File: src/hw/rtl/c128a_pkg.sv
// Shared constants, types and helpers for the Code 128 set A encoder.
package c128a_pkg;

	localparam int unsigned SymW = 7;
	localparam int unsigned ProdW = 13;
	localparam int unsigned NumSym = 107;
	localparam logic [SymW-1:0] SYM_START_A = 7'd103;
	localparam logic [SymW-1:0] SYM_STOP = 7'd106;
	localparam logic [SymW-1:0] CHECK_MOD = 7'd103;
	localparam logic [SymW-1:0] WEIGHT_MAX = 7'd102;

	localparam logic [0:0] CMD_CHAR = 1'b0;
	localparam logic [0:0] CMD_END = 1'b1;

	// Six element widths packed as octal digits, first bar in the top digit.
	localparam logic [17:0] PATTERN [NumSym] = '{
		18'o212222, 18'o222122, 18'o222221, 18'o121223, 18'o121322, 18'o131222, 18'o122213,
		18'o122312, 18'o132212, 18'o221213, 18'o221312, 18'o231212, 18'o112232, 18'o122132,
		18'o122231, 18'o113222, 18'o123122, 18'o123221, 18'o223211, 18'o221132, 18'o221231,
		18'o213212, 18'o223112, 18'o312131, 18'o311222, 18'o321122, 18'o321221, 18'o312212,
		18'o322112, 18'o322211, 18'o212123, 18'o212321, 18'o232121, 18'o111323, 18'o131123,
		18'o131321, 18'o112313, 18'o132113, 18'o132311, 18'o211313, 18'o231113, 18'o231311,
		18'o112133, 18'o112331, 18'o132131, 18'o113123, 18'o113321, 18'o133121, 18'o313121,
		18'o211331, 18'o231131, 18'o213113, 18'o213311, 18'o213131, 18'o311123, 18'o311321,
		18'o331121, 18'o312113, 18'o312311, 18'o332111, 18'o314111, 18'o221411, 18'o431111,
		18'o111224, 18'o111422, 18'o121124, 18'o121421, 18'o141122, 18'o141221, 18'o112214,
		18'o112412, 18'o122114, 18'o122411, 18'o142112, 18'o142211, 18'o241211, 18'o221114,
		18'o413111, 18'o241112, 18'o134111, 18'o111242, 18'o121142, 18'o121241, 18'o114212,
		18'o124112, 18'o124211, 18'o411212, 18'o421112, 18'o421211, 18'o212141, 18'o214121,
		18'o412121, 18'o111143, 18'o111341, 18'o131141, 18'o114113, 18'o114311, 18'o411113,
		18'o411311, 18'o113141, 18'o114131, 18'o311141, 18'o411131, 18'o211412, 18'o211214,
		18'o211232, 18'o233111
	};

	typedef struct packed {
		logic add;
		logic clr;
	} chk_ctl_t;

	// Reduce a value below 103 * 128 by restoring subtraction.
	function automatic logic [SymW-1:0] mod103(input logic [ProdW:0] x);
		logic [ProdW:0] r;
		logic [ProdW:0] d;
		r = x;
		for (int k = 6; k >= 0; k--) begin
			d = (ProdW+1)'({7'd0, CHECK_MOD} << k);
			if (r >= d) begin
				r = r - d;
			end
		end
		return r[SymW-1:0];
	endfunction

endpackage

File: src/hw/rtl/c128a_check.sv
// Running Code 128 checksum, kept mod 103.
module c128a_check (
	input  logic                           clk,
	input  logic                           arst_n,
	input  c128a_pkg::chk_ctl_t            ctl,
	input  logic [c128a_pkg::ProdW-1:0]    prod,
	output logic [c128a_pkg::SymW-1:0]     check
);
	import c128a_pkg::*;

	logic [SymW-1:0] check_q;
	logic [ProdW:0]  sum;

	assign sum = (ProdW+1)'(check_q) + (ProdW+1)'(prod);

	always_ff @(posedge clk or negedge arst_n) begin
		if (!arst_n) begin
			check_q <= '0;
		end else if (ctl.clr) begin
			check_q <= '0;
		end else if (ctl.add) begin
			check_q <= mod103(sum);
		end
	end

	assign check = check_q;

endmodule

File: src/hw/rtl/code128a_barcode_encoder.sv
// Code 128 set A encoder top level: character stream in, symbols with widths out.
//
//  channel | handshake           | payload
//  --------+---------------------+------------------------------------------------
//  in      | in_valid, in_stall  | command, character
//  out     | out_valid, out_stall| symbol, width_1..width_7, last_of_run
//
// A request that opens a message or ends one, or encodes a printable character,
// goes to one stage register and then gives 1 to 3 results, one per cycle while the
// output is not stalled, through the output register. The sequencing of results
// out of the stage register sets the cases with more than one result. Unprintable
// characters are taken and dropped at once. Reset clears message state and the checksum.
// A stalled output holds its result and backs the stage up to in_stall.
module code128a_barcode_encoder (
	input  logic       clk,
	input  logic       arst_n,
	input  logic       in_valid,
	output logic       in_stall,
	input  logic       command,
	input  logic [7:0] character,
	output logic       out_valid,
	input  logic       out_stall,
	output logic [6:0] symbol,
	output logic [2:0] width_1,
	output logic [2:0] width_2,
	output logic [2:0] width_3,
	output logic [2:0] width_4,
	output logic [2:0] width_5,
	output logic [2:0] width_6,
	output logic [1:0] width_7,
	output logic       last_of_run
);
	import c128a_pkg::*;

	logic            open_q;
	logic [SymW-1:0] weight_q;

	logic             valid_s1;
	logic             cmd_s1;
	logic [5:0]       v_s1;
	logic [ProdW-1:0] prod_s1;
	logic             start_s1;
	logic [1:0]       idx_s1;

	logic            out_valid_q;
	logic [SymW-1:0] symbol_q;
	logic [17:0]     pat_q;
	logic            last_q;

	logic            printable;
	logic [7:0]      diff;
	logic [5:0]      v_in;
	logic            live;
	logic            accept;
	logic            load;
	logic [SymW-1:0] w_used;
	logic [SymW-1:0] w_next;
	logic [1:0]      last_idx;
	logic [1:0]      k;
	logic            out_free;
	logic            emit;
	logic            s1_done;
	logic [SymW-1:0] sym_sel;
	logic [SymW-1:0] check;
	chk_ctl_t        chk_ctl;

	assign printable = (character >= 8'd32) && (character <= 8'd95);
	assign diff      = character - 8'd32;
	assign v_in      = diff[5:0];
	assign live      = (command == CMD_END) || printable;

	assign out_free = !out_valid_q || !out_stall;
	assign emit     = valid_s1 && out_free;
	assign last_idx = {1'b0, start_s1} + ((cmd_s1 == CMD_END) ? 2'd1 : 2'd0);
	assign s1_done  = emit && (idx_s1 == last_idx);

	assign in_stall = valid_s1 && !s1_done;
	assign accept   = in_valid && !in_stall;
	assign load     = accept && live;

	// Opening a message restarts the weight at one.
	assign w_used = open_q ? weight_q : 7'd1;
	assign w_next = (w_used == WEIGHT_MAX) ? '0 : w_used + 7'd1;

	always_ff @(posedge clk or negedge arst_n) begin
		if (!arst_n) begin
			open_q   <= 1'b0;
			weight_q <= '0;
		end else if (load) begin
			if (command == CMD_END) begin
				open_q   <= 1'b0;
				weight_q <= '0;
			end else begin
				open_q   <= 1'b1;
				weight_q <= w_next;
			end
		end
	end

	always_ff @(posedge clk or negedge arst_n) begin
		if (!arst_n) begin
			valid_s1 <= 1'b0;
			idx_s1   <= '0;
		end else if (load) begin
			valid_s1 <= 1'b1;
			idx_s1   <= '0;
		end else if (s1_done) begin
			valid_s1 <= 1'b0;
		end else if (emit) begin
			idx_s1 <= idx_s1 + 2'd1;
		end
	end

	always_ff @(posedge clk) begin
		if (load) begin
			cmd_s1   <= command;
			v_s1     <= v_in;
			prod_s1  <= ProdW'(v_in) * ProdW'(w_used);
			start_s1 <= !open_q;
		end
	end

	// Fold a finished character into the checksum as it leaves the stage; a finished end clears it.
	assign chk_ctl.add = s1_done && (cmd_s1 == CMD_CHAR);
	assign chk_ctl.clr = s1_done && (cmd_s1 == CMD_END);

	c128a_check u_check (
		.clk    (clk),
		.arst_n (arst_n),
		.ctl    (chk_ctl),
		.prod   (prod_s1),
		.check  (check)
	);

	assign k = idx_s1 - {1'b0, start_s1};

	always_comb begin
		if (start_s1 && (idx_s1 == 2'd0)) begin
			sym_sel = SYM_START_A;
		end else if (cmd_s1 == CMD_CHAR) begin
			sym_sel = SymW'(v_s1);
		end else if (k == 2'd0) begin
			sym_sel = check;
		end else begin
			sym_sel = SYM_STOP;
		end
	end

	always_ff @(posedge clk or negedge arst_n) begin
		if (!arst_n) begin
			out_valid_q <= 1'b0;
		end else if (out_free) begin
			out_valid_q <= valid_s1;
		end
	end

	always_ff @(posedge clk) begin
		if (emit) begin
			symbol_q <= sym_sel;
			pat_q    <= PATTERN[sym_sel];
			last_q   <= (idx_s1 == last_idx);
		end
	end

	assign out_valid   = out_valid_q;
	assign symbol      = symbol_q;
	assign width_1     = pat_q[17:15];
	assign width_2     = pat_q[14:12];
	assign width_3     = pat_q[11:9];
	assign width_4     = pat_q[8:6];
	assign width_5     = pat_q[5:3];
	assign width_6     = pat_q[2:0];
	assign width_7     = (symbol_q == SYM_STOP) ? 2'd2 : 2'd0;
	assign last_of_run = last_q;

endmodule

File: config.mk
export PLATFORM = sky130hd
export DESIGN_NAME = code128a_barcode_encoder
export DESIGN_NICKNAME = d
export VERILOG_FILES = /design/src/hw/rtl/c128a_pkg.sv /design/src/hw/rtl/c128a_check.sv /design/src/hw/rtl/code128a_barcode_encoder.sv
export SDC_FILE = /design/constraint.sdc
export NUM_CORES = 1
export LEC_CHECK = 0
export BUFFER_PORTS_ARGS = -buffer_cell sky130_fd_sc_hd__buf_2
export CORE_UTILIZATION = 30
export CTS_BUF_LIST = sky130_fd_sc_hd__clkbuf_8
export CTS_CLUSTER_DIAMETER = 80
export CTS_CLUSTER_SIZE = 10
export DETAILED_ROUTE_END_ITERATION = 12
export MAX_ROUTING_LAYER = met4
export PLACE_DENSITY = 0.43
export SYNTH_ARGS = -nofsm -noshare
export SYNTH_HDL_FRONTEND = slang
export SYNTH_SLANG_ARGS = --single-unit
File: constraint.sdc
create_clock -name clk -period 23 [get_ports clk]
set_input_delay 1.15 -clock clk [delete_from_list [all_inputs] [get_ports clk]]
set_output_delay 1.15 -clock clk [all_outputs]
set_load 0.01 [all_outputs]
After elaboration in Yosys (flattened, before gate mapping):

Memories as Yosys holds them, arrays and structs flattened. A register that Yosys moved wholly into a read port is not among the register bits.
Cells that the tools add are included.

* add/subtract/negate cells: 13
* multiply operators: 1
* order comparisons: 9
* eq/ne operators: 4
* multiplexer cells: 35
* bitwise gates (word level): 2
* reduce and logical (&&, ||, !) cells: 22

Operators by type and width (count)
* $mux 14: 18
* $mux 7: 9
* $add 7x13->14: 1
* $eq 7x7->1 const B: 2
* $ge 14x10->1 const B: 1
* $ge 14x11->1 const B: 1
* $ge 14x12->1 const B: 1
* $ge 14x13->1 const B: 1
* $ge 14x7->1 const B: 1
* $ge 14x8->1 const B: 1
* $ge 14x9->1 const B: 1
* $sub 14x10->14 const B: 1
* $sub 14x11->14 const B: 1
* $sub 14x12->14 const B: 1
* $sub 14x13->14 const B: 1
* $sub 14x8->14 const B: 1
* $sub 14x9->14 const B: 1
* $mul 6x7->13: 1
* $logic_and 1x1->1: 9
* $ge 8x6->1 const B: 1
* $le 8x7->1 const B: 1
* $mux 2: 4
* $not 7->8: 1
* $add 7x1->7 const B: 1
* other kinds (14): 25

* flip-flop bits (word level): 48
* memory bits (read-only): 2304
* bits of input ports: 13
* output and inout port bits: 30
* logic and storage cells: 99
* memories kept: 1

Memory list
* (name not given): words 128, bits a word 18, rd ports 1, clocked after Yosys merged registers in 1, wr ports 0, RTL line code128a_barcode_encoder.sv:160 `pat_q <= PATTERN[sym_sel];`

Depth between registers and ports, before layout:

Gate-level depths: netlist (run 1).

* depth after elaboration: 31
* mapped depth: 50
* depth with buffers taken out: 46

Hierarchy:

A second synthesis (run 1) with hierarchy kept.

* cell total of the unflattened synthesis: 1255
* area total of the unflattened synthesis: 9955.8 sq um

By module, submodules not included
* code128a_barcode_encoder: instances 1, cells an instance 669, area each 5667.9 sq um, seq. area each 1711.6 sq um
* c128a_check: instances 1, cells an instance 586, area each 4287.9 sq um, seq. area each 175.2 sq um

Worst setup path after synthesis (run 1):

Ideal clock, no wire load.

* path kind: register to register
* start point: register u_check.check_q[0], in the netlist u_check.check[0]
* end point: register u_check.check_q[2], in the netlist u_check.check[2]
* library setup time: 0.126 ns
* data arrival time: 11.085 ns
* data required time: 22.874 ns
* path slack: 11.789 ns
* cell stages (with the launch flop): 49
* path buffers: 3
* clock period less this slack: 11.211 ns
* path through: dfrtp_1 ha_1 fa_1 a211o_1 a21oi_2 xor2_1 inv_1 ha_1 and2_1 or3_1 a21oi_1 ha_1 and2_0 a211oi_1 a221oi_1 nand2_1 ha_1 o221ai_1 [13 not listed] ha_1 clkbuf_1 nand2_1 o221a_1 buf_2 o211ai_4 clkbuf_1 xnor2_1 ha_1 nand2_1 mux2i_1 a22oi_1 o211ai_1 a32o_1 or3b_1 a31oi_2 o21ai_0 a221o_1

* cells in the longest elaborated chain, start to end: 29
* elaborated cells between the ends (all ways): 36
* classes of those cells: add/sub (8); order compare (7); mux (21)

Ends and longest elaborated chain
* start: declaration: RTL line c128a_check.sv:11 `logic [SymW-1:0] check_q;`
* start signal: assignment: RTL line c128a_check.sv:22 `check_q <= mod103(sum);`
* $add 7x13->14 (*): RTL line c128a_check.sv:14 `assign sum = (ProdW+1)'(check_q) + (ProdW+1)'(prod);`
* $sub 14x13->14 or $ge 14x13->1 (tied branches): RTL line c128a_pkg.sv:48, c128a_pkg.sv:47
* $mux 14 (*): RTL line c128a_pkg.sv:47 `if (r >= d) begin`
* $mux 14 (*): RTL line c128a_check.sv:21 `end else if (ctl.add) begin`
* $mux 14 (*): RTL line c128a_check.sv:19 `end else if (ctl.clr) begin`
* $sub 14x12->14 or $ge 14x12->1 (tied branches): RTL line c128a_pkg.sv:48, c128a_pkg.sv:47
* $mux 14 (*): RTL line c128a_pkg.sv:47
* $mux 14 (*): RTL line c128a_check.sv:21
* [13 not listed]
* $sub 14x8->14 or $ge 14x8->1 (tied branches): RTL line c128a_pkg.sv:48, c128a_pkg.sv:47
* $mux 14 (*): RTL line c128a_pkg.sv:47
* $mux 14 (*): RTL line c128a_check.sv:21
* $mux 14 (*): RTL line c128a_check.sv:19
* $ge 14x7->1 or $sub 7x7->7 (tied branches): RTL line c128a_pkg.sv:47, c128a_pkg.sv:48
* $mux 7 (*): RTL line c128a_pkg.sv:47
* $mux 7 (*): RTL line c128a_check.sv:21
* $mux 7 (*): RTL line c128a_check.sv:19

Mark *: on every way between the ends. The rest lies on a longest branch, timed or not. The select of a mux whose other input is x is not followed.
A chain may end at the register's enable or synchronous reset.

Final worst setup path (run 1):

Same ends and word-level chain as after synthesis.

==> results of run 1 <==
-- placed cells by master, fill, tap and decap left out, types with 12 or more instances in the layout --
cell type,instances
buf_2,41
o21ai_0,70
nor2_1,90
nand2_1,111
and2_1,19
a211oi_1,20
dfrtp_1,19
mux2i_1,12
o31ai_1,12
edfxtp_1,47
a21oi_1,76
xor2_1,14
a21o_1,12
inv_1,48
a22oi_1,12
nand3_1,55
o211ai_1,17
nor3_1,26
fa_1,22
xnor2_1,33
ha_1,47
and3_1,27
o22ai_1,15
a31oi_1,17
-- worst reg2reg max path: cells and delay by family, from the launching register on --
kind | cells | cell delay [ps]
mux | 1 | 340
fa+ha+maj | 8 | 2490
simple gates | 12 | 2960
flops | 1 | 420
compound gates | 19 | 5200
buf+inv | 1 | 120
xor+xnor | 4 | 1170
-- flip-flops by register name, summed over array words and instances, names as in the netlist --
register and cells:
cmd_s1 1, idx_s1 2, last_of_run 1, open_q 1
out_valid 1, pat_q 18, prod_s1 13, start_s1 1
symbol 7, u_check.check 7, v_s1 6, valid_s1 1
weight_q 7
-- stage by stage --
step	hold slack, ps	cells
after CTS	478	1521
after floorplan	435	1130
after global placement	450	1505
final	475	1521
after global routing	498	1521
after detailed placement	459	1505
-- final timing paths --
path                                  start                to  slack (ps)
max                        u_check.check[0]  u_check.check[2]       10190
min                                valid_s1         out_valid         480
max reg2reg                u_check.check[0]  u_check.check[2]       10190
min reg2reg                        valid_s1         out_valid         480
max in group asynchronous            arst_n  u_check.check[1]       21910
min in group asynchronous            arst_n            open_q         760
-- kinds of logic after synthesis --
family	share of synthesized area, %
AOI/OAI and AO/OA	32.6
xor gates and xnor gates	5.09
adders and majority gates	11.4
buffers and inverters	5.27
DFF	20.8
muxes	1.95
other	0.0414
and+or+nand+nor	22.9
-- per-layer routing --
layer,wire (um),share of wire [%]
met5,0,0
met4,504,1.8
met3,1580,5.5
met2,12800,44
met1,13900,48
-- area by class of cell --
| cell class | count | share of cell area (%) |
|---|---|---|
| Clock buffer | 10 | 1.41 |
| Clock inverter | 6 | 0.665 |
| Inverter | 52 | 2.00 |
| Multi-Input combinational cell | 945 | 68.7 |
| Timing Repair Buffer | 52 | 2.94 |
| Sequential cell | 66 | 19.3 |
| Tap cell | 390 | 4.99 |
==> impl_metrics.tcl, run 1 <==
set metrics [dict create \
    wirelength_um 28700 \
    crit_buf_inv 1 \
    die_y_um 176 \
    maxClockFrequency_mhz 78.1 \
    tns_ps 0 \
    period_minus_slack_ps 12810 \
    clkLatencyLatePin_ps 360 \
    path_delay_family "compound AO/OA/AOI/OAI gates" \
    max_slew_margin_pct 32.9 \
    synth_edf_count 47 \
    tightest_slew_ps 1000 \
    reg2reg_depth 45 \
    cts_sinks 66 \
    num_vias 8945 \
    cts_tree "yes" \
    end_kind "flip-flop" \
    final_util_pct 33.0 \
    synth.most_common_cell "nand2_1" \
    avgSynthCellArea_um2 8.01 \
    outcome "finished clean" \
    whs_path_depth 1 \
    synth_ff_type "edfxtp_1" \
    worstPathRequired_ps 23230 \
    grt.met2_usage_pct 30.2 \
    cts_buffers 9 \
    slew_viol_final 0 \
    top_usage_layer "met2" \
    grt_util_met1_pct 26.6 \
    synth_area_leader_cell "edfxtp_1" \
    num_antenna_cells 0 \
    num_rows 63 \
    grt_max_degree 52 \
    cts_buffer_depth 2 \
    place_area_um2 9580 \
    syn_area_um2 9050 \
    vias_per_cell 5.88 \
    detailedPlace.worstSlack_ps 10320 \
    finalHoldViolations 0 \
    ios 43 \
    min_period_over_period_pct 55.7 \
    die_width_um 176 \
    final_nets 1208 \
    slowest_delay_ps 500 \
    antenna_found_initial 0 \
    clockRootBuffer "clkbuf_8" \
    critPathSlowestCell "o211ai_4" \
    grt_util_all_layers_pct 19.4 \
    drt_pass1_iterations 5 \
    grt_pass1_vias 8623 \
    final_area_um2 9780 \
    synth_top_cell_area_share_pct 15.6 \
    gr-total-overflow 0 \
    multi_input_area_um2 6720 \
    die-area_um2 30900 \
    crit_fanout 19 \
    seq_area_frac_synth_pct 20.8 \
    max_cap_viol_count 0 \
    detail-route-antenna-nets 0 \
    min_path_type "flip-flop to flip-flop" \
    initial_utilization_pct 30.5 \
    hpwlAfterDp_um 21400 \
    cts_hold_buf 0 \
    area_growth_pct 8.00 \
    grt_pass1_wl_um 47100 \
    gr-usage-met3_pct 2.47 \
    drive_above_1_share_pct 11.0 \
    worst-path-stages 45 \
    fin_skew_ps 20.1 \
    cts_resized 0 \
    core_area_um2 29600 \
    start_kind "flip-flop" \
    post_cts_buffers 0 \
    yosysWarnings 0 \
    ff_latch_area_um2 1890 \
    ys_ff_latch 66 \
    clk_pin_slew_worst_paths_ps 80 \
    synth_cell_types 111 \
    synth.area.top_cells "edfxtp_1 (16%), ha_1 (6.5%), dfrtp_1 (5.3%)" \
    finalSetupViolCount 0 \
    fin_ws_ps 10190 \
    h-tree-depth 3 \
    fillerInstances 3180 \
    crit_arrival_ps 13040 \
    synth_common_cells "nand2_1 (111), nor2_1 (90), a21oi_1 (76)" \
    synthesis.nets 1212 \
    drt_iter0_markers 918 \
    io_buffers 41 \
    globalplace.congestion 0.868 \
    path_class "flip-flop to flip-flop" \
    wire_per_inst_um 18.9 \
    drc 0 \
    synth_async_sr_flop_share_pct 28.8 \
    grt_setup_unrepaired "false" \
    netlist_instances 1130 \
    cp_common_cell "ha_1" \
]
Power of run 1 is left out: the tool's default activity adds up to more than one toggle a clock period on the data nets, which glitch-free logic cannot reach.
==> inputs of run 2 (changes only) <==
clock period = 12.6 ns   (was 23 ns; I/O delays follow)
==> run 2 against run 1 <==
  * Register-to-register slack lost 9200 ps
  * Design area is 1.0% higher
  * Sequential cell count did not move
  * Highest routed layer unchanged
==> impl_metrics.tcl, run 2 (synthesis results as in run 1) <==
set metrics [dict create \
    outcome "finished clean" \
    finalHoldViolations 0 \
    cts_tree "yes" \
    globalplace.congestion 0.902 \
    core_area_um2 29600 \
    drt_pass1_iterations 6 \
    area_growth_pct 9.08 \
    clkLatencyLatePin_ps 370 \
    final_util_pct 33.3 \
    crit_fanout 10 \
    grt_pass1_vias 8476 \
    cts_hold_buf 0 \
    final_common_cell "nand2_1" \
    hpwlAfterDp_um 21400 \
    grt_max_degree 52 \
    clk_pin_slew_worst_paths_ps 80 \
    wire_per_inst_um 19.0 \
    final_nets 1216 \
    gr-total-overflow 0 \
    slew_viol_final 0 \
    fin_ws_ps 955 \
    cts_buffers 9 \
    io_buffers 41 \
    final_area_um2 9880 \
    largest-register "pat_q" \
    end_kind "flip-flop" \
    die_y_um 176 \
    detail-route-antenna-nets 0 \
    finalSetupViolCount 0 \
    h-tree-depth 3 \
    antenna_found_initial 0 \
    initial_utilization_pct 30.5 \
    grt_pass1_wl_um 47000 \
    detailedPlace.worstSlack_ps 227 \
    final_cell_mix "nand2_1 (111), nor2_1 (90), a21oi_1 (75)" \
    wirelength_um 29000 \
    min_period_over_period_pct 92.4 \
    die-area_um2 30900 \
    largest_reg_flops 18 \
    start_kind "flip-flop" \
    grt_util_all_layers_pct 19.5 \
    cts_sinks 66 \
    vias_per_cell 5.90 \
    maxClockFrequency_mhz 85.9 \
    max_cap_viol_count 0 \
    period_minus_slack_ps 11650 \
    die_width_um 176 \
    slowest_delay_ps 470 \
    cts_buffer_depth 2 \
    drive_above_1_share_pct 12.0 \
    path_class "flip-flop to flip-flop" \
    drc 0 \
    place_area_um2 9610 \
    holdWs_ps 229 \
    worstPathRequired_ps 12850 \
    ios 43 \
    cp_common_cell "ha_1" \
    max_slew_margin_pct 32.4 \
    drt_iter0_markers 909 \
    num_antenna_cells 0 \
    clockRootBuffer "clkbuf_8" \
    crit_buf_inv 1 \
    crit_arrival_ps 11890 \
    critPathSlowestCell "or3b_4" \
    num_rows 63 \
    largestRegisters "pat_q x18, prod_s1 x13" \
    path_delay_family "compound AO/OA/AOI/OAI gates" \
    tightest_slew_ps 1010 \
    fin_skew_ps 19.6 \
    min_path_type "primary input to async pin" \
    num_vias 9025 \
]
run 2: cell types whose count changed in the layout (fill, tap and decap cells not counted), sizes merged:
cell      delta
clkinvlp     +1
buf          +8
clkbuf       -1
run 2: final cells by class:
class                      count  area [um^2]
sequential                    66         1890
multi-input combinational    945         6770
tap                          390          488
inverter                      52          195
timing repair buffer          60          348
fill                        3216        19800
clock inverter                 7         61.3
clock buffer                   9          124
run 2: timing repair:
action | in CTS | in global routing
setup endpoints to repair | 0 | 7
resized for setup | 0 | 11
setup buffers | 0 | 4
run 2: metrics by stage:
step           instances  TNS, ps
3_5_place_dp        1509        0
6_report            1529        0
5_1_grt             1529    -20.1
2_1_floorplan       1130        0
4_1_cts             1525        0
3_3_place_gp        1509        0
run 2: worst paths after layout:
| check | startpoint | end | slack, ps | cells after the start |
|---|---|---|---|---|
| worst max register to register | u_check.check[0] | u_check.check[2] | 950 | 46 |
| worst min register to register | valid_s1 | out_valid | 460 | 1 |
| max in group asynchronous | arst_n | u_check.check[4] | 12030 | 1 |
| min in group clk | valid_s1 | out_valid | 460 | 1 |
| worst min-delay path | arst_n | open_q | 230 | 1 |
| worst max-delay path | u_check.check[0] | u_check.check[2] | 950 | 46 |
run 2: layer usage:
layer  share of wire [%]  global-route usage [%]
met1                  47                    26.9
met2                  45                    29.8
met3                 6.7                    3.12
met5                   0                       -
met4                 1.4                    4.13
run 2: worst reg2reg max path: cells and delay by family (launching register included):
kind / cells / cell delay, ps
AND/OR/NAND/NOR: 12 / 2630
buffers and inverters: 1 / 90
multiplexers: 1 / 300
adder cells (fa/ha/maj): 9 / 2480
XOR/XNOR: 5 / 1180
flip-flops: 1 / 410
AO/OA/AOI/OAI: 18 / 4420
Power of run 2 is left out for the same reason.
==> inputs of run 3 (changes only) <==
SYNTH_HIERARCHICAL = 1   (was unset)
==> run 3 against run 2 <==
  * Worst hold slack worse by 42 ps
  * Critical endpoint is now u_check/check[2]
  * Synthesized cell count is 11% higher
  * Worst setup slack better by 560 ps
  * First-iteration DRC count is 13% higher
==> impl_metrics.tcl, run 3 <==
set metrics [dict create \
    outcome "finished clean" \
    ys_ff_latch 66 \
    path_class "flip-flop to flip-flop" \
    yosysWarnings 6 \
    die_y_um 184 \
    period_minus_slack_ps 11090 \
    min_path_type "primary input to async pin" \
    wirelength_um 33000 \
    synth.most_common_cell "nand2_1" \
    fillerInstances 3507 \
    die-area_um2 33900 \
    end_kind "flip-flop" \
    detailedPlace.worstSlack_ps 1590 \
    detail-route-antenna-nets 0 \
    cts_resized 0 \
    num_vias 9837 \
    gr-total-overflow 0 \
    min_period_over_period_pct 88.0 \
    synth_common_cells "nand2_1 (114), nor2_1 (97), a21oi_1 (90)" \
    die_width_um 184 \
    cts_hold_buf 0 \
    core_area_um2 32600 \
    cp_common_cell "ha_1" \
    final_nets 1320 \
    drt_pass1_iterations 6 \
    finalHoldViolations 0 \
    largestRegisters "pat_q x18, prod_s1 x13" \
    antenna_found_initial 1 \
    avgSynthCellArea_um2 7.93 \
    tightest_slew_ps 1100 \
    grt_max_degree 54 \
    fin_skew_ps 12.4 \
    synth.area.top_cells "edfxtp_1 (14%), ha_1 (5.9%), dfrtp_1 (4.8%)" \
    final_common_cell "nand2_1" \
    slew_viol_final 0 \
    clkLatencyLatePin_ps 380 \
    crit_arrival_ps 11350 \
    fin_ws_ps 1510 \
    clockRootBuffer "clkbuf_8" \
    h-tree-depth 3 \
    ios 43 \
    cts_tree "yes" \
    start_kind "flip-flop" \
    max_cap_viol_count 0 \
    holdWs_ps 187 \
    grt_pass1_vias 9457 \
    cts_buffers 9 \
    crit_fanout 11 \
    max_slew_margin_pct 26.8 \
    synth_async_sr_flop_share_pct 28.8 \
    post_cts_buffers 0 \
    tns_ps 0 \
    wire_per_inst_um 19.6 \
    grt_setup_unrepaired "false" \
    grt_pass1_wl_um 53200 \
    syn_area_um2 9960 \
    maxClockFrequency_mhz 90.2 \
    slowest_delay_ps 670 \
    synth_ff_type "edfxtp_1" \
    worstPathRequired_ps 12870 \
    synthesis.nets 1337 \
    initial_utilization_pct 30.5 \
    vias_per_cell 5.84 \
    num_antenna_cells 0 \
    drc 0 \
    largest_reg_flops 18 \
    synth_edf_count 47 \
    netlist_instances 1255 \
    seq_area_frac_synth_pct 19.0 \
    num_rows 66 \
    area_growth_pct 6.57 \
    drive_above_1_share_pct 12.3 \
    placedCellCount 1669 \
    synth_cell_types 120 \
    globalplace.congestion 0.880 \
    cts_sinks 66 \
    grt_util_all_layers_pct 20.3 \
    io_buffers 41 \
    largest-register "pat_q" \
    critPathSlowestCell "or4b_1" \
    final_cell_mix "nand2_1 (114), nor2_1 (97), a21oi_1 (90)" \
    hpwlAfterDp_um 24400 \
    cts_buffer_depth 2 \
    clk_pin_slew_worst_paths_ps 90 \
    finalSetupViolCount 0 \
    synth_area_leader_cell "edfxtp_1" \
    drt_iter0_markers 1023 \
    synth_top_cell_area_share_pct 14.2 \
    fin_cells 1685 \
]
run 3: area by class of cell:
class	instances	area, um^2	area share [%]
Sequential cell	66	1890	17.8
Inverter	66	248	2.33
Clock inverter	6	86.3	0.814
Tap cell	442	553	5.21
Timing Repair Buffer	50	273	2.57
Clock buffer	10	138	1.30
Multi-Input combinational cell	1045	7430	70.0
run 3: final timing paths:
check	startpoint	end	slack [ps]	depth (start not counted)
min reg2reg	valid_s1	out_valid	530	1
max reg2reg	u_check/check[0]	u_check/check[2]	1510	38
min	arst_n	weight_q[5]	190	1
min in group clk	out_stall	out_valid	500	2
max in group asynchronous	arst_n	u_check/check[5]	12070	1
max	u_check/check[0]	u_check/check[2]	1510	38
run 3: kinds of logic (layout without fill, tap and decap cells):
| family | count (synthesis) | after routing | share of synthesized area, % |
|---|---|---|---|
| AND/OR/NAND/NOR | 473 | 473 | 24.5 |
| flip-flops | 66 | 66 | 19.0 |
| XOR/XNOR | 51 | 51 | 5.13 |
| adder cells (fa/ha/maj) | 69 | 69 | 10.3 |
| buffers and inverters | 144 | 132 | 6.57 |
| other | 1 | 1 | 0.0377 |
| multiplexers | 24 | 24 | 2.73 |
| AO/OA/AOI/OAI | 427 | 427 | 31.7 |
run 3: routing by layer:
metal  global-route usage [%]  share of wire, %  vias up
met5                        -                 0        -
met4                     4.83               1.6        0
met3                     2.31               5.2       41
met2                     31.1                45      357
met1                     28.2                48     4738
li1                         -                 -     4701
run 3: critical path, delay by kind of cell (launching register included):
| family | cells | cell delay [ps] |
|---|---|---|
| AND/OR/NAND/NOR | 12 | 3620 |
| AO/OA/AOI/OAI | 15 | 3610 |
| adder cells (fa/ha/maj) | 6 | 2150 |
| XOR/XNOR | 3 | 850 |
| flip-flops | 1 | 410 |
| buffers and inverters | 2 | 320 |
run 3: stage by stage:
| stage | utilization, % | area, um^2 |
|---|---|---|
| floorplan | - | 9960 |
| global placement | 31.8 | 10400 |
| detailed placement | 31.8 | 10400 |
| CTS | 32.5 | 10600 |
| global route | 32.5 | 10600 |
| finish | 32.5 | 10600 |
Power of run 3 is left out for the same reason.
